## config.mk

```make
export PLATFORM = sky130hd
export DESIGN_NAME = sm83_alu_with_flags
export DESIGN_NICKNAME = d
export VERILOG_FILES = /design/src/sm83alu_pkg.sv /design/src/sm83_alu_with_flags.sv /design/src/sm83alu_core.sv
export SDC_FILE = /design/constraint.sdc
export NUM_CORES = 1
export LEC_CHECK = 0
export BUFFER_PORTS_ARGS = -buffer_cell sky130_fd_sc_hd__buf_2
export CAP_MARGIN = 0
export CELL_PAD_IN_SITES_DETAIL_PLACEMENT = 1
export CELL_PAD_IN_SITES_GLOBAL_PLACEMENT = 1
export CORE_UTILIZATION = 45
export DETAILED_ROUTE_END_ITERATION = 6
export PLACE_DENSITY = 0.88
export SLEW_MARGIN = 20
export SYNTH_ARGS = -nofsm -noshare
export SYNTH_HDL_FRONTEND = slang
export SYNTH_SLANG_ARGS = --single-unit
export TNS_END_PERCENT = 10
```

## constraint.sdc

```tcl
create_clock -name i_clk -period 4.19 [get_ports i_clk]
set_input_delay 0.2095 -clock i_clk [delete_from_list [all_inputs] [get_ports i_clk]]
set_output_delay 0.2095 -clock i_clk [all_outputs]
set_load 0.02 [all_outputs]
```

## src/sm83alu_pkg.sv

```systemverilog
package sm83alu_pkg;

    localparam int unsigned OpWidth   = 5;
    localparam int unsigned WordWidth = 16;
    localparam int unsigned ByteWidth = 8;
    localparam int unsigned BitIxWidth = 3;

    // tdata widths on the two stream sides, rounded up to whole bytes
    localparam int unsigned InDataWidth  = 48;
    localparam int unsigned OutDataWidth = 24;

    typedef enum logic [OpWidth-1:0] {
        OP_ADD   = 5'd0,
        OP_SUB   = 5'd1,
        OP_AND   = 5'd2,
        OP_XOR   = 5'd3,
        OP_OR    = 5'd4,
        OP_CP    = 5'd5,
        OP_INC8  = 5'd6,
        OP_DEC8  = 5'd7,
        OP_INC16 = 5'd8,
        OP_DEC16 = 5'd9,
        OP_ADD16 = 5'd10,
        OP_ADDSB = 5'd11,
        OP_DAA   = 5'd12,
        OP_BIT   = 5'd13,
        OP_SET   = 5'd14,
        OP_RES   = 5'd15,
        OP_RL    = 5'd16,
        OP_RR    = 5'd17,
        OP_RLC   = 5'd18,
        OP_RRC   = 5'd19,
        OP_SLA   = 5'd20,
        OP_SRA   = 5'd21,
        OP_SRL   = 5'd22,
        OP_SWAP  = 5'd23
    } t_alu_op;

    typedef struct packed {
        logic                  flag_c_in;
        logic                  flag_h_in;
        logic                  flag_n_in;
        logic                  flag_z_in;
        logic [BitIxWidth-1:0] bit_index;
        logic                  carry_in;
        logic [WordWidth-1:0]  operand_b;
        logic [WordWidth-1:0]  operand_a;
        logic [OpWidth-1:0]    mode;
    } t_alu_req;

    typedef struct packed {
        logic                 flag_c;
        logic                 flag_h;
        logic                 flag_n;
        logic                 flag_z;
        logic [WordWidth-1:0] result;
    } t_alu_rsp;

endpackage

```

## src/sm83_alu_with_flags.sv

```systemverilog
// sm83-style alu (8-bit operations plus 16-bit inc, dec and adds) with z/n/h/c flags.
// one operation per beat, a new beat accepted every cycle unless tready is low; each
// beat passes through the input register, where the alu logic works on it, and then
// the result register, which takes it once the result side can accept it. flags that an
// operation does not touch pass through as given on the input. tready drops only while
// both registers are full and the result side holds off tready.
module sm83_alu_with_flags (
    input  logic                                   i_clk,
    input  logic                                   i_rst_n,
    input  logic                                   i_s_axis_tvalid,
    output logic                                   o_s_axis_tready,
    // mode[4:0], operand_a[20:5], operand_b[36:21], carry_in[37], bit_index[40:38],
    // flag_z_in[41], flag_n_in[42], flag_h_in[43], flag_c_in[44], zero fill
    input  logic [sm83alu_pkg::InDataWidth-1:0]    i_s_axis_tdata,
    output logic                                   o_m_axis_tvalid,
    input  logic                                   i_m_axis_tready,
    // result[15:0], flag_z[16], flag_n[17], flag_h[18], flag_c[19], zero fill
    output logic [sm83alu_pkg::OutDataWidth-1:0]   o_m_axis_tdata
);
    import sm83alu_pkg::*;

    localparam int unsigned ReqBits = $bits(t_alu_req);
    localparam int unsigned RspBits = $bits(t_alu_rsp);

    logic     r_in_v;
    t_alu_req r_in;
    logic     r_out_v;
    t_alu_rsp r_out;
    t_alu_rsp w_rsp;
    logic     w_out_ready;
    logic     w_in_ready;

    assign w_out_ready = !r_out_v || i_m_axis_tready;
    assign w_in_ready  = !r_in_v || w_out_ready;

    sm83alu_core u_core (
        .i_req (r_in),
        .o_rsp (w_rsp)
    );

    always_ff @(posedge i_clk) begin
        if (!i_rst_n) begin
            r_in_v  <= 1'b0;
            r_out_v <= 1'b0;
        end else begin
            if (w_in_ready) begin
                r_in_v <= i_s_axis_tvalid;
            end
            if (w_out_ready) begin
                r_out_v <= r_in_v;
            end
        end
    end

    always_ff @(posedge i_clk) begin
        if (w_in_ready && i_s_axis_tvalid) begin
            r_in <= t_alu_req'(i_s_axis_tdata[ReqBits-1:0]);
        end
        if (w_out_ready && r_in_v) begin
            r_out <= w_rsp;
        end
    end

    assign o_s_axis_tready = w_in_ready;
    assign o_m_axis_tvalid = r_out_v;
    assign o_m_axis_tdata  = {{(OutDataWidth-RspBits){1'b0}}, r_out};

    a_rst_clears: assert property (@(posedge i_clk)
        !i_rst_n |=> (!r_in_v && !r_out_v))
        else $error("pipeline valid bits not cleared by reset");

    a_out_holds: assert property (@(posedge i_clk) disable iff (!i_rst_n)
        (r_out_v && !i_m_axis_tready) |=> r_out_v)
        else $error("stalled result dropped");

    a_advance: assert property (@(posedge i_clk) disable iff (!i_rst_n)
        (r_in_v && w_out_ready) |=> r_out_v)
        else $error("beat in input register did not reach result register");

    a_add_clears_n: assert property (@(posedge i_clk) disable iff (!i_rst_n)
        (r_in_v && w_out_ready && (t_alu_op'(r_in.mode) == OP_ADD)) |=> !r_out.flag_n)
        else $error("add left n set");

    a_sub_sets_n: assert property (@(posedge i_clk) disable iff (!i_rst_n)
        (r_in_v && w_out_ready
         && ((t_alu_op'(r_in.mode) == OP_SUB) || (t_alu_op'(r_in.mode) == OP_CP)))
        |=> r_out.flag_n)
        else $error("subtract or compare left n clear");

endmodule

```

## src/sm83alu_core.sv

```systemverilog
module sm83alu_core (
    input  sm83alu_pkg::t_alu_req i_req,
    output sm83alu_pkg::t_alu_rsp o_rsp
);
    import sm83alu_pkg::*;

    logic [ByteWidth-1:0] a;
    logic [ByteWidth-1:0] b;
    logic [WordWidth-1:0] a16;
    logic [WordWidth-1:0] b16;
    logic                 cin_sub;
    logic [ByteWidth:0]   sum9;
    logic [4:0]           sum_nib;
    logic [ByteWidth:0]   diff9;
    logic [4:0]           diff_nib;
    logic [ByteWidth:0]   plain9;
    logic [4:0]           plain_nib;
    logic [WordWidth:0]   sum17;
    logic [12:0]          sum13;
    logic [ByteWidth-1:0] bit_mask;
    logic                 daa_hi;
    logic [ByteWidth-1:0] daa_up;
    logic [ByteWidth-1:0] daa_dn;
    logic [ByteWidth-1:0] daa_res;
    logic [ByteWidth-1:0] byte_res;
    logic                 byte_zero;

    assign a16 = i_req.operand_a;
    assign b16 = i_req.operand_b;
    assign a   = a16[ByteWidth-1:0];
    assign b   = b16[ByteWidth-1:0];

    // cp never borrows in
    assign cin_sub = (t_alu_op'(i_req.mode) == OP_SUB) ? i_req.carry_in : 1'b0;

    assign sum9      = {1'b0, a} + {1'b0, b} + {8'd0, i_req.carry_in};
    assign sum_nib   = {1'b0, a[3:0]} + {1'b0, b[3:0]} + {4'd0, i_req.carry_in};
    assign diff9     = {1'b0, a} - {1'b0, b} - {8'd0, cin_sub};
    assign diff_nib  = {1'b0, a[3:0]} - {1'b0, b[3:0]} - {4'd0, cin_sub};
    assign plain9    = {1'b0, a} + {1'b0, b};
    assign plain_nib = {1'b0, a[3:0]} + {1'b0, b[3:0]};
    assign sum17     = {1'b0, a16} + {1'b0, b16};
    assign sum13     = {1'b0, a16[11:0]} + {1'b0, b16[11:0]};
    assign bit_mask  = 8'd1 << i_req.bit_index;

    // decimal adjust: the +0x60 leaves the low nibble alone, so test it on a
    assign daa_hi  = i_req.flag_c_in || (a > 8'h99);
    assign daa_up  = a + (daa_hi ? 8'h60 : 8'h00)
                       + ((i_req.flag_h_in || (a[3:0] > 4'h9)) ? 8'h06 : 8'h00);
    assign daa_dn  = a - (i_req.flag_c_in ? 8'h60 : 8'h00)
                       - (i_req.flag_h_in ? 8'h06 : 8'h00);
    assign daa_res = i_req.flag_n_in ? daa_dn : daa_up;

    always_comb begin
        unique case (t_alu_op'(i_req.mode))
            OP_ADD:  byte_res = sum9[ByteWidth-1:0];
            OP_SUB:  byte_res = diff9[ByteWidth-1:0];
            OP_CP:   byte_res = diff9[ByteWidth-1:0];
            OP_AND:  byte_res = a & b;
            OP_XOR:  byte_res = a ^ b;
            OP_OR:   byte_res = a | b;
            OP_INC8: byte_res = a + 8'd1;
            OP_DEC8: byte_res = a - 8'd1;
            OP_DAA:  byte_res = daa_res;
            OP_RL:   byte_res = {a[6:0], i_req.flag_c_in};
            OP_RR:   byte_res = {i_req.flag_c_in, a[7:1]};
            OP_RLC:  byte_res = {a[6:0], a[7]};
            OP_RRC:  byte_res = {a[0], a[7:1]};
            OP_SLA:  byte_res = {a[6:0], 1'b0};
            OP_SRA:  byte_res = {a[7], a[7:1]};
            OP_SRL:  byte_res = {1'b0, a[7:1]};
            OP_SWAP: byte_res = {a[3:0], a[7:4]};
            default: byte_res = a;
        endcase
    end

    assign byte_zero = (byte_res == '0);

    always_comb begin
        o_rsp.result = {8'd0, byte_res};
        o_rsp.flag_z = byte_zero;
        o_rsp.flag_n = 1'b0;
        o_rsp.flag_h = 1'b0;
        o_rsp.flag_c = 1'b0;
        unique case (t_alu_op'(i_req.mode))
            OP_ADD: begin
                o_rsp.flag_h = sum_nib[4];
                o_rsp.flag_c = sum9[ByteWidth];
            end
            OP_SUB: begin
                o_rsp.flag_n = 1'b1;
                o_rsp.flag_h = diff_nib[4];
                o_rsp.flag_c = diff9[ByteWidth];
            end
            OP_CP: begin
                o_rsp.result = {8'd0, a};
                o_rsp.flag_n = 1'b1;
                o_rsp.flag_h = diff_nib[4];
                o_rsp.flag_c = diff9[ByteWidth];
            end
            OP_AND: begin
                o_rsp.flag_h = 1'b1;
            end
            OP_XOR, OP_OR, OP_SWAP: begin
            end
            OP_INC8: begin
                o_rsp.flag_h = (a[3:0] == 4'hF);
                o_rsp.flag_c = i_req.flag_c_in;
            end
            OP_DEC8: begin
                o_rsp.flag_n = 1'b1;
                o_rsp.flag_h = (a[3:0] == 4'h0);
                o_rsp.flag_c = i_req.flag_c_in;
            end
            OP_INC16, OP_DEC16: begin
                o_rsp.result = (t_alu_op'(i_req.mode) == OP_INC16) ? a16 + 16'd1
                                                                    : a16 - 16'd1;
                o_rsp.flag_z = i_req.flag_z_in;
                o_rsp.flag_n = i_req.flag_n_in;
                o_rsp.flag_h = i_req.flag_h_in;
                o_rsp.flag_c = i_req.flag_c_in;
            end
            OP_ADD16: begin
                o_rsp.result = sum17[WordWidth-1:0];
                o_rsp.flag_z = i_req.flag_z_in;
                o_rsp.flag_h = sum13[12];
                o_rsp.flag_c = sum17[WordWidth];
            end
            OP_ADDSB: begin
                // h and c from the unsigned low-byte add
                o_rsp.result = a16 + {{8{b[7]}}, b};
                o_rsp.flag_z = 1'b0;
                o_rsp.flag_h = plain_nib[4];
                o_rsp.flag_c = plain9[ByteWidth];
            end
            OP_DAA: begin
                o_rsp.flag_n = i_req.flag_n_in;
                o_rsp.flag_c = i_req.flag_n_in ? i_req.flag_c_in : daa_hi;
            end
            OP_BIT: begin
                o_rsp.flag_z = ((a & bit_mask) == '0);
                o_rsp.flag_h = 1'b1;
                o_rsp.flag_c = i_req.flag_c_in;
            end
            OP_SET, OP_RES: begin
                o_rsp.result = {8'd0, (t_alu_op'(i_req.mode) == OP_SET) ? (a | bit_mask)
                                                                        : (a & ~bit_mask)};
                o_rsp.flag_z = i_req.flag_z_in;
                o_rsp.flag_n = i_req.flag_n_in;
                o_rsp.flag_h = i_req.flag_h_in;
                o_rsp.flag_c = i_req.flag_c_in;
            end
            OP_RL, OP_RLC, OP_SLA: begin
                o_rsp.flag_c = a[7];
            end
            OP_RR, OP_RRC, OP_SRA, OP_SRL: begin
                o_rsp.flag_c = a[0];
            end
            default: begin
                // codes past swap pass operand and flags through
                o_rsp.result = a16;
                o_rsp.flag_z = i_req.flag_z_in;
                o_rsp.flag_n = i_req.flag_n_in;
                o_rsp.flag_h = i_req.flag_h_in;
                o_rsp.flag_c = i_req.flag_c_in;
            end
        endcase
    end

endmodule

```

After elaboration in Yosys (flattened, before gate mapping)
Cells that the tools add are included.

cells by class
  $add $sub $neg = 19
  bitwise gates (word level) = 7
  eq/ne operators = 24
  shift-type cells = 1
  order comparisons = 2
  reductions and logical operators = 24
  mux-type cells = 15

operators by type and width
  kind                   number
  $pmux 8 s16            1
  $pmux 16 s6            1
  $eq 5x4->1 const B     8
  $eq 5x5->1 const B     8
  $reduce_or 17->1       2
  $and 8x8->8            3
  $eq 5x3->1 const B     4
  $add 16x16->17         1
  $add 16x1->16 const B  1
  $add 16x16->16         1
  $add 8x8->8            2
  $logic_not 8->1        2
  $mux 16                1
  $mux 8                 2
  $or 8x8->8             2
  $pmux 1 s8             2
  $reduce_or 16->1       1
  $sub 16x1->16 const B  1
  $sub 8x8->8            2
  $mux 7                 2
  $add 12x12->13         1
  $reduce_or 11->1       1
  $eq 5x2->1 const B     2
  $add 8x8->9            1
  28 further kinds       40

storage, ports and cells
  bits in registers = 67

Logic depth before layout (Yosys ltp)
Gate-level depths: netlist (run 1).

  depth in word-level cells = 9
  gate-level depth with buffers = 18
  depth with buffers taken out = 17

Cells and area by module
From an unflattened synthesis (run 1), not the netlist that was laid out.

unflattened totals
  cell total of the unflattened synthesis = 756
  area, all modules = 6914.1 um^2

modules (own cells, without submodules)
  module               area an instance (um^2)  sequential area each (um^2)  cells an instance  instances
  sm83alu_core         4824.6                   0.0                          677                1
  sm83_alu_with_flags  2089.5                   1991.9                       79                 1

Worst setup path before layout (run 1)
No wires, ideal clock.

  path type = register -> register
  start = reg r_in[1] in the netlist's numbering
  end = reg r_out, in the netlist o_m_axis_tdata[16], data pin
  setup time = 0.260 ns
  data required time = 3.930 ns
  clock period less this slack = 3.623 ns
  path buffers = 2
  data arrival time = 3.363 ns
  path slack = 0.567 ns
  stages on the path, launching flop included = 17
  cell sequence = edfxtp_1 -> buf_2 -> buf_4 -> nand2b_1 -> nor3_2 -> nand3_1 -> fa_1 -> ha_1 -> a211oi_1 -> o21ai_0 -> a211oi_1 -> o21ai_1 -> nand3_2 -> a21oi_2 -> a32oi_1 -> and2_1 -> o21ai_1

RTL lines
  what                      line                       source
  start: declaration        sm83_alu_with_flags.sv:26  t_alu_req r_in;
  start signal: assignment  sm83_alu_with_flags.sv:57  r_in <= t_alu_req'(i_s_axis_tdata[ReqBits-1:0]);
  end signal: assignment    sm83_alu_with_flags.sv:60  r_out <= w_rsp;
  end: declaration          sm83_alu_with_flags.sv:28  t_alu_rsp r_out;

==> impl_summary.log, run 1 <==
INFO  metric yosysWarnings = 0
INFO  metric htree_levels = 3
INFO  metric synth_edf_count = 65
INFO  metric post_synth_inst_count = between 700 and 800
INFO  metric clock-sinks = 67
INFO  metric gp_congestion = roughly 1
INFO  metric layout_commonest_cell = ha_1
INFO  metric synth_sequential_area_ratio = 29.4%
INFO  metric critPathMaxFanout = 6
INFO  metric total_power = about 2400 uW
INFO  metric p_r_area_growth_vs_syn = 15.1%
INFO  metric power_leakage = ~0.0032 uW
INFO  metric std_cell_rows = 44
INFO  metric worst_setup_path_end_kind = register
INFO  metric syn-mean-instance-area = around 9.2 sq um
INFO  metric worst_r2r_endpoint = o_m_axis_tdata[14]$_DFFE_PP_
INFO  metric multiInputGateArea = around 0.0044 sq mm
INFO  metric top_level_ports = 78
INFO  metric clock_latency_reported_for_the_late_side_of_the_worst_skew_pair = 350 ps
INFO  metric distinct_cell_type_count_after_synthesis = 85
INFO  metric fin_crit = 3980 ps
INFO  metric hold_viol = 0
INFO  metric timing.max_cap.violations = 0
INFO  metric timing.critical_path.required = about 4300 ps
INFO  metric coreArea = 0.0146 sq mm
INFO  metric die-area = between 0.015 and 0.02 sq mm
INFO  metric relSlewSlack = 36.2%
INFO  metric p_per_area = 306 mW/mm^2
INFO  metric drive_gt1_share = around 20%
INFO  metric setup_tns = 0 ps
INFO  metric status = finished clean
INFO  metric ir_worst_vdd = ~0.00033 V
INFO  metric fillers = around 1700
INFO  metric endpoint_of_the_most_critical_setup_path = o_m_axis_tdata[14]$_DFFE_PP_
INFO  metric rsz0062_at_grt = no
INFO  metric r2r-start = r_in[3]$_DFFE_PP_
INFO  metric crit_path_start_kind = register
INFO  metric drc = 0
INFO  metric final-setup-viol-count = 0
INFO  metric worst_path_class_setup = reg2reg
INFO  metric clock_tree.root_cell = clkbuf_16
INFO  metric wl_per_cell = roughly 26 um
INFO  metric worst-slew-pin-transition = 954 ps
INFO  metric clk_path_buf_depth = 2
INFO  metric first_iter_violations = 645
INFO  metric async_s_r_ff_share_synth = 0%
INFO  metric routed_via_density = 6.57
INFO  metric grt_overflow = 0
INFO  metric timing.reg2reg.worst_path_depth = 15
INFO  metric drt_first_pass_iters = 5
INFO  metric cts.reportedPaths.clkPinSlew = roughly 60 ps
INFO  metric worst-r2r-setup-slack = between 200 and 250 ps
INFO  metric timing.final.crit_share = between 90% and 100%
INFO  metric worst-endpoint-arrival = between 4000 and 5000 ps
INFO  metric fmax = roughly 250 MHz
INFO  metric mapped_area = 0.00677 sq mm
INFO  metric placement.io_buffers = 70
INFO  metric preCtsSetupSlack = between 300 and 400 ps
INFO  metric cts_tree = yes
INFO  metric floorplan.die.width = about 120 um
INFO  metric antenna_left = 0
INFO  metric ys_seq_elements = 67
INFO  metric final_nets = 964
INFO  metric drv_slew = 0
INFO  metric tightest_hold_check_type = in2reg
INFO  metric sequential_cell_area = about 0.0020 sq mm
INFO  metric post_route_clock_skew = about 10 ps
INFO  metric setup.worst_path.start = r_in[3]$_DFFE_PP_
INFO  metric grt_first_pass_wirelength = 39.5 mm
INFO  metric grt_antenna_before_repair = 0
INFO  metric initial_core_util = 46.4%
INFO  metric most_used_cells_in_the_layout_excluding_fill_and_tap_cells = 75 x ha_1, 70 x buf_2, 65 x edfxtp_1, 53 x nor2_1, 51 x nand2_1
INFO  metric grt_start_max_net_pins = 46
INFO  metric vias = around 6700
INFO  metric final.setup.worst_slack = ~210 ps
INFO  metric routed_wl = 26.2 mm
INFO  metric cts_buffers = 9
INFO  metric global_route.usage.total = 33.7%
INFO  metric antenna_cells_inserted = 0
INFO  metric die-height = around 120 um
INFO  metric postLayoutCoreUtil = a little over half
INFO  metric postSynth.topFlopCell = edfxtp_1
INFO  metric dp.final_hpwl = about 20 mm
INFO  metric first_global_vias = roughly 7000
==> report_power, final <==
part           internal [uW]  switching [uW]
Clock                    458             306
Sequential               786            46.2
Combinational            300             485
==> layout make-up <==
cell class                      instances  area share [%]
Clock buffer                            9            2.89
Inverter                               44            2.12
Sequential cell                        67            25.6
Tap cell                              184            2.95
Clock inverter                          7           0.867
Multi-Input combinational cell        595            56.9
Timing Repair Buffer                  114            8.74
==> timing repair <==
item                                    4_1_cts  5_1_grt
hold buffers                                  0        0
setup buffers                                 0        2
endpoints found under the setup margin        0        1
resized for setup                             0        1
==> layer usage <==
metal | vias to the layer above | GRT usage, % | part of all wire (%)
li1 | 2965 | - | -
met1 | 3316 | 42.0 | 41
met2 | 338 | 54.8 | 46
met3 | 80 | 8.72 | 9.2
met4 | 0 | 14.6 | 3.8
met5 | - | 0 | 0
==> cell usage after synthesis (9+ instances only) <==
cell type / count / area share (%)
o211ai_1: 9 / 1.0
nand2b_1: 12 / 1.1
edfxtp_1: 65 / 29
a211oi_1: 11 / 1.2
nor2_1: 53 / 2.9
a31oi_1: 12 / 1.1
a221oi_1: 13 / 1.7
nor3_1: 15 / 1.1
a21o_1: 9 / 1.0
ha_1: 75 / 14
buf_4: 9 / 1.0
nand2_1: 51 / 2.8
xor2_1: 21 / 2.7
o21ai_0: 46 / 3.4
clkbuf_1: 11 / 0.61
xnor2_1: 28 / 3.6
o31ai_1: 9 / 1.0
o21a_1: 11 / 1.2
inv_1: 42 / 2.3
nand3_1: 14 / 1.0
a21oi_1: 46 / 3.4
==> stage by stage <==
step	instance area (sq um)	std cells	hold WS [ps]
floorplan	6780	737	308
global placement	7480	1002	386
detailed placement	7480	1002	388
CTS	7770	1018	21.7
global route	7790	1020	23.7
finish	7790	1020	27.0
==> how the worst min path moves through the flow <==
stage,start,endpoint,depth (start not counted)
4_1_cts,i_s_axis_tdata[36],r_in[36]$_DFFE_PP_,1
3_3_place_gp,i_s_axis_tdata[9],r_in[9]$_DFFE_PP_,1
2_1_floorplan,i_s_axis_tdata[0],r_in[0]$_DFFE_PP_,0
5_1_grt,i_s_axis_tdata[36],r_in[36]$_DFFE_PP_,1
3_5_place_dp,i_s_axis_tdata[40],r_in[40]$_DFFE_PP_,1
6_report,i_s_axis_tdata[27],r_in[27]$_DFFE_PP_,1
==> sequential cells by signal, indices dropped and copies added, names as in the netlist <==
name	cells
o_m_axis_tdata	20
o_m_axis_tvalid	1
r_in	45
r_in_v	1
==> kinds of logic after synthesis <==
| logic type | synth area share, % |
|---|---|
| compound gates | 25.7 |
| simple gates | 16.0 |
| fa+ha+maj | 15.6 |
| buf+inv | 5.40 |
| flops | 29.4 |
| xor+xnor | 6.58 |
| mux | 1.18 |
| other cells | 0.0554 |
==> critical path: stages, from the launching register on <==
cell      delay, ps
edfxtp_1        500
buf_4           230
nand3_1         160
or3_1           380
ha_1            200
inv_1            80
fa_1            220
nor2b_1          80
o21ai_0         320
a21boi_1        180
nor4_1          310
o21ai_0         220
o211ai_1        300
o21ai_0         170
xnor2_1         210
o221ai_1        150
(Power assumes the default switching activity.)
==> run 2, diff against run 1 <==
ABC_AREA = 1   (was unset)
CORE_UTILIZATION = 44   (was 45)
PLACE_DENSITY = 0.9   (was 0.88)
==> run 2 against run 1 <==
- critical path depth down 1
- via count up 15%
- die area up 7.8%
- power down 1.0%
- area after synthesis up 5.6%
- cell area up 4.4%
- largest cell class unchanged
- sequential share of layout area down 1.1 points
- critical endpoint is now o_m_axis_tdata[13]$_DFFE_PP_
- non-clock buffer count down 20
- critical path type unchanged
- synthesized cell count up 38%
- highest routed layer unchanged
==> impl_summary.log, run 2 <==
INFO  metric postLayoutCoreUtil = between 50 and 60%
INFO  metric drv_slew = 0
INFO  metric synth_largest_type_area_fraction = 27.3%
INFO  metric synthAdderAreaFrac = between 10 and 15%
INFO  metric p_per_area = 290 mW/mm^2
INFO  metric crit_path_top_delay_cell = edfxtp_1
INFO  metric top_level_ports = 78
INFO  metric fin_crit = between 3000 and 4000 ps
INFO  metric grt_overflow = 0
INFO  metric clock_latency_reported_for_the_late_side_of_the_worst_skew_pair = 360 ps
INFO  metric largest_reg_flops = 45
INFO  metric layout_commonest_cell = nand2_1
INFO  metric placement.io_buffers = 70
INFO  metric p_r_area_growth_vs_syn = 13.8%
INFO  metric most_used_cells_in_the_layout_excluding_fill_and_tap_cells = 250 x nand2_1, 129 x inv_1, 108 x nand3_1, 98 x nor2_1, 75 x ha_1
INFO  metric floorplan.die.width = 129 um
INFO  metric power_leakage = 0.00392 uW
INFO  metric status = finished clean
INFO  metric timing.critical_path.required = 4280 ps
INFO  metric worst-slew-pin-transition = 1020 ps
INFO  metric setup_tns = 0 ps
INFO  metric drt_first_pass_iters = 5
INFO  metric synth_sequential_area_ratio = 27.9%
INFO  metric holdBufCountCts = 0
INFO  metric post_route_clock_skew = roughly 15 ps
INFO  metric synth_most_common_cell = nand2_1
INFO  metric tightest_hold_check_type = in2reg
INFO  metric crit_path_start_kind = register
INFO  metric worst_path_class_setup = reg2reg
INFO  metric global_route.usage.total = approximately a third
INFO  metric wl_per_cell = about 20 um
INFO  metric compound_gate_fraction_of_synth_area = around 14%
INFO  metric fmax = around 280 MHz
INFO  metric cts_buffers = 9
INFO  metric synthMuxAreaShare = 0%
INFO  metric clock-sinks = between 60 and 70
INFO  metric drc = 0
INFO  metric coreArea = ~0.016 sq mm
INFO  metric total_power = ~2400 uW
INFO  metric worst-r2r-setup-slack = ~630 ps
INFO  metric die-height = about 130 um
INFO  metric netlist_top_cells_area = edfxtp_1 27%, ha_1 13%, nand2_1 13%
INFO  metric post_cts.repair.setup_buffers = 0
INFO  metric async_s_r_ff_share_synth = 0%
INFO  metric drive_gt1_share = 13.3%
INFO  metric synth.largest_area_cell = edfxtp_1
INFO  metric synth_simple_gate_area_share = between 30% and 40%
INFO  metric final-setup-viol-count = 0
INFO  metric ys_seq_elements = between 60 and 70
INFO  metric dp.final_hpwl = 20.9 mm
INFO  metric yosysWarnings = 0
INFO  metric critPathMaxFanout = 9
INFO  metric htree_levels = 3
INFO  metric post_synth_inst_count = a little over 1000
INFO  metric relSlewSlack = between 30% and 40%
INFO  metric largest_stage_delay_on_the_critical_path = 530 ps
INFO  metric cp_cell_sequence = inv_1 > nand3_4 > nor2_1 > a21oi_1 > ha_1 > inv_1 > o21bai_1 > nand3_1 > and2_0 > o211ai_1 > a21o_1 > a21oi_1 > o21ai_0 > o211ai_2
INFO  metric final.setup.worst_slack = 629 ps
INFO  metric final_nets = roughly 1200
INFO  metric synth_edf_count = 65
INFO  metric die-area = 0.0168 sq mm
INFO  metric clk_path_buf_depth = 2
INFO  metric cts.reportedPaths.clkPinSlew = 70 ps
INFO  metric worst-endpoint-arrival = roughly 3700 ps
INFO  metric ir_worst_vdd = 0.000288 V
INFO  metric clock_tree.root_cell = clkbuf_16
INFO  metric rsz0062_at_grt = no
INFO  metric postSynth.topFlopCell = edfxtp_1
INFO  metric first_iter_violations = around 530
INFO  metric initial_core_util = between 40% and 50%
INFO  metric largest-register = r_in
INFO  metric routed_wl = between 20 and 30 mm
INFO  metric timing.final.crit_share = a little over four fifths
INFO  metric mapped_area = ~0.0071 sq mm
INFO  metric first_global_vias = approximately 7700
INFO  metric worst_setup_path_end_kind = register
INFO  metric grt_antenna_before_repair = 0
INFO  metric syn-mean-instance-area = 7.04 sq um
INFO  metric std_cell_rows = 46
INFO  metric preCtsSetupSlack = 712 ps
INFO  metric gp_congestion = between 0.9 and 1
INFO  metric fillers = approximately 2100
INFO  metric grt_start_max_net_pins = 46
INFO  metric distinct_cell_type_count_after_synthesis = 52
INFO  metric yosys.area_share.xor_xnor = less than 1%
INFO  metric vias = roughly 7700
INFO  metric main_combinational_cell_family_by_area_after_synthesis = simple AND/OR/NAND/NOR gates
INFO  metric hold_viol = 0
INFO  metric cts.repair.resized = 0
INFO  metric antenna_left = 0
INFO  metric timing.max_cap.violations = 0
INFO  metric grt_first_pass_wirelength = roughly 41 mm
INFO  metric synth_common_cells = 250 x nand2_1, 130 x inv_1, 108 x nand3_1
INFO  metric cts_tree = yes
INFO  metric routed_via_density = just under 6
==> run 2: cell types whose count changed in the layout (fill, tap and decap cells not counted), sizes merged, moves of 13 or more <==
cell / change
nand2: +206
nand3: +93
inv: +92
nor2: +52
nand4: +32
xnor2: -27
buf: -20
a21oi: +17
xor2: -17
nand2b: -13
==> run 2: through the flow <==
stage | instances | cell area [sq um] | hold WS, ps
5_1_grt | 1325 | 8140 | 15.1
4_1_cts | 1325 | 8130 | 8.49
2_1_floorplan | 1018 | 7160 | 308
6_report | 1326 | 8140 | 15.9
3_3_place_gp | 1309 | 7850 | 386
3_5_place_dp | 1309 | 7850 | 388
==> run 2: critical path: cells and delay by family (launching register included) <==
kind / cells / cell delay, ps
compound gates: 7 / 1140
simple gates: 4 / 850
buf+inv: 2 / 330
flops: 1 / 530
fa+ha+maj: 1 / 460
==> run 2: cell type report <==
| type | instances | area (sq um) | area share, % |
|---|---|---|---|
| Sequential cell | 67 | 1990 | 24.5 |
| Multi-Input combinational cell | 792 | 4540 | 55.7 |
| Antenna cell | 1 | 2.50 | 0.0308 |
| Clock buffer | 10 | 229 | 2.81 |
| Clock inverter | 6 | 51.3 | 0.630 |
| Inverter | 140 | 527 | 6.47 |
| Tap cell | 216 | 270 | 3.32 |
| Timing Repair Buffer | 94 | 531 | 6.52 |
==> run 2: routing by layer <==
| layer | global-route usage [%] | routed length, um |
|---|---|---|
| met5 | 0 | 0 |
| met4 | 17.5 | 1390 |
| met2 | 55.8 | 12300 |
| met3 | 8.51 | 2010 |
| met1 | 39.9 | 11100 |
==> run 2: logic make-up (layout without fill, tap and decap cells) <==
logic type      count (synthesis)  count (layout)
other cells                     1               5
xor+xnor                        6               6
fa+ha+maj                      81              81
buf+inv                       159             250
compound gates                166             166
simple gates                  535             535
flops                          67              67
==> run 2: path summary, 6_finish.rpt <==
path | end | start | cells after the start
worst max-delay path | o_m_axis_tdata[13]$_DFFE_PP_ | r_in[2]$_DFFE_PP_ | 14
worst min-delay path | r_in[35]$_DFFE_PP_ | i_s_axis_tdata[35] | 1
worst max register to register | o_m_axis_tdata[13]$_DFFE_PP_ | r_in[2]$_DFFE_PP_ | 14
worst min register to register | r_in_v$_SDFFE_PN0N_ | r_in_v$_SDFFE_PN0N_ | 2
==> run 2: where the power goes <==
part	internal, uW	switching [uW]	leakage (uW)	total (uW)
Clock	407	338	0.000127	744
Combinational	253	535	0.00314	788
Sequential	793	33.0	0.000646	826
Total	1450	906	0.00392	2360
==> run 3, diff against run 2 <==
CORE_UTILIZATION = 40   (was 44)
PLACE_DENSITY = 0.87   (was 0.9)
clock period = 3.25 ns   (was 4.19 ns; I/O delays follow)
==> run 3 against run 2 <==
- maximum frequency grew 14%
- non-clock buffer count grew 72
- register-to-register slack lost 490 ps
==> impl_summary.log, run 3 (synthesis gave the netlist of run 2 again) <==
INFO  metric status = finished clean
INFO  metric drt_first_pass_iters = 5
INFO  metric antenna_cells_inserted = 0
INFO  metric wl_per_cell = between 20 and 25 um
INFO  metric hp-start = i_rst_n
INFO  metric routed_via_density = between 5 and 6
INFO  metric clock_tree.root_cell = clkbuf_16
INFO  metric grt_overflow = 0
INFO  metric global_route.usage.total = approximately 33%
INFO  metric drive_gt1_share = roughly 17%
INFO  metric design_area = between 0.008 and 0.009 sq mm
INFO  metric timing.reg2reg.worst_path_depth = 15
INFO  metric crit_path_start_kind = register
INFO  metric post_route_clock_skew = between 20 and 25 ps
INFO  metric worst-slew-pin-transition = 892 ps
INFO  metric critPathMaxFanout = 5
INFO  metric hold_viol = 0
INFO  metric final-setup-viol-count = 0
INFO  metric final_nets = roughly 1300
INFO  metric routed_wl = 29.4 mm
INFO  metric placed_cell_area = just over 0.008 sq mm
INFO  metric first_global_vias = ~8500
INFO  metric timing.critical_path.required = roughly 3400 ps
INFO  metric largest_reg_flops = between 40 and 50
INFO  metric fin_crit = 3110 ps
INFO  metric die-height = ~140 um
INFO  metric cts_buffers = 9
INFO  metric cts.reportedPaths.clkPinSlew = 70 ps
INFO  metric worst-r2r-setup-slack = 140 ps
INFO  metric drv_slew = 0
INFO  metric coreArea = between 0.015 and 0.02 sq mm
INFO  metric tightest_hold_check_type = in2reg
INFO  metric cts_tree = yes
INFO  metric grt_start_max_net_pins = 46
INFO  metric p_per_area = ~370 mW/mm^2
INFO  metric path_common_cell = nor2_2
INFO  metric first_iter_violations = 552
INFO  metric gp_congestion = between 0.9 and 1
INFO  metric worst_setup_path_end_kind = register
INFO  metric clk_path_buf_depth = 2
INFO  metric timing.final.crit_share = 95.7%
INFO  metric dp.final_hpwl = 21.3 mm
INFO  metric htree_levels = 3
INFO  metric die-area = about 0.018 sq mm
INFO  metric placement.io_buffers = 70
INFO  metric rsz0062_at_grt = yes
INFO  metric p_r_area_growth_vs_syn = 24.2%
INFO  metric total_power = ~3300 uW
INFO  metric clock_latency_reported_for_the_late_side_of_the_worst_skew_pair = approximately 370 ps
INFO  metric hold-path-cell-count = 3
INFO  metric initial_core_util = about two fifths
INFO  metric fmax = 321 MHz
INFO  metric setup.worst_path.start = r_in[5]$_DFFE_PP_
INFO  metric ir_worst_vdd = roughly 0.0003 V
INFO  metric antenna_left = 0
INFO  metric std_cell_rows = between 40 and 50
INFO  metric worst-endpoint-arrival = 3230 ps
INFO  metric cp_cell_sequence = buf_4 > ha_1 > fa_2 > ha_1 > inv_1 > nor2_2 > nand3_2 > nor2_2 > nand3_1 > nor2_2 > a21oi_1 > o21ai_0 > nand3_1 > o21ai_0 > inv_1
INFO  metric power_leakage = between 0.004 and 0.005 uW
INFO  metric layout_commonest_cell = nand2_1
INFO  metric clock-sinks = between 60 and 70
INFO  metric largest_stage_delay_on_the_critical_path = about 580 ps
INFO  metric drc = 0
INFO  metric most_used_cells_in_the_layout_excluding_fill_and_tap_cells = 249 x nand2_1, 127 x inv_1, 106 x nand3_1, 89 x nor2_1, 75 x ha_1
INFO  metric r2r-start = r_in[5]$_DFFE_PP_
INFO  metric timing.max_cap.violations = 0
INFO  metric grt_antenna_before_repair = 0
INFO  metric crit_path_top_delay_cell = fa_2
INFO  metric grt_first_pass_wirelength = around 46 mm
INFO  metric floorplan.die.width = about 140 um
INFO  metric top_level_ports = between 70 and 80
INFO  metric relSlewSlack = a little over 40%
INFO  metric worst_path_class_setup = reg2reg
INFO  metric largest-register = r_in
INFO  metric vias = a little over 8000
run 3: cell count changes in the layout (fill, tap and decap cells not counted), moves of 3 or more:
cell | previous run | this run
nor2_2 | 7 | 15
o21ai_0 | 49 | 46
o21ai_1 | 1 | 4
dlygate4sd3_1 | 0 | 45
fa_2 | 0 | 3
nor2_1 | 98 | 89
fa_1 | 6 | 3
buf_4 | 24 | 51
run 3: cell type report:
| cell class | instances | area [sq um] |
|---|---|---|
| clock buffers | 10 | 239 |
| clock inverters | 6 | 71.3 |
| fillers | 2244 | 8480 |
| multi-input cells | 792 | 4590 |
| flip-flops and latches | 67 | 1990 |
| repair buffers | 166 | 1180 |
| well taps | 225 | 282 |
| inverters | 140 | 528 |
run 3: per-layer routing:
| metal | up-vias | wire (um) | GRT usage, % |
|---|---|---|---|
| met3 | 109 | 2110 | 6.17 |
| met5 | - | 0 | 0 |
| li1 | 3779 | - | - |
| met1 | 3858 | 11900 | 39.4 |
| met2 | 350 | 13900 | 55.8 |
| met4 | 0 | 1480 | 18.2 |
run 3: critical path: cells and delay by family (launching register included):
family / cells / cell delay, ps
adder cells (fa/ha/maj): 3 / 990
AO/OA/AOI/OAI: 3 / 320
flip-flops: 1 / 460
AND/OR/NAND/NOR: 6 / 780
buffers and inverters: 3 / 330
run 3: path summary, 6_finish.rpt:
kind | endpoint
worst min register to register | o_m_axis_tvalid$_SDFFE_PN0P_
worst max register to register | o_m_axis_tdata[19]$_DFFE_PP_
worst max-delay path | o_m_axis_tdata[19]$_DFFE_PP_
worst min-delay path | o_m_axis_tvalid$_SDFFE_PN0P_
run 3: repair_timing:
item                                    CTS  global route
resized for setup                         0            25
endpoints found under the hold margin    45             0
hold buffers                             45             0
endpoints found under the setup margin    0            13
buffers inserted                          0             2
run 3: report_power, final:
part           internal, uW  switching (uW)
sequential             1020            39.4
clock                   622             441
combinational           389             738
total                  2030            1220
run 3: per-stage QoR:
stage | setup slack [ps] | hold slack, ps | util [%] | setup TNS [ps] | std cells
2_1_floorplan | 108 | 261 | - | 0 | 1018
3_3_place_gp | 143 | 339 | 46.4 | 0 | 1343
3_5_place_dp | 64.1 | 341 | 46.4 | 0 | 1343
4_1_cts | 21.3 | 53.9 | 50.7 | 0 | 1404
5_1_grt | -30.4 | 94.8 | 51.2 | -36.7 | 1406
6_report | 139 | 96.1 | 51.2 | 0 | 1406
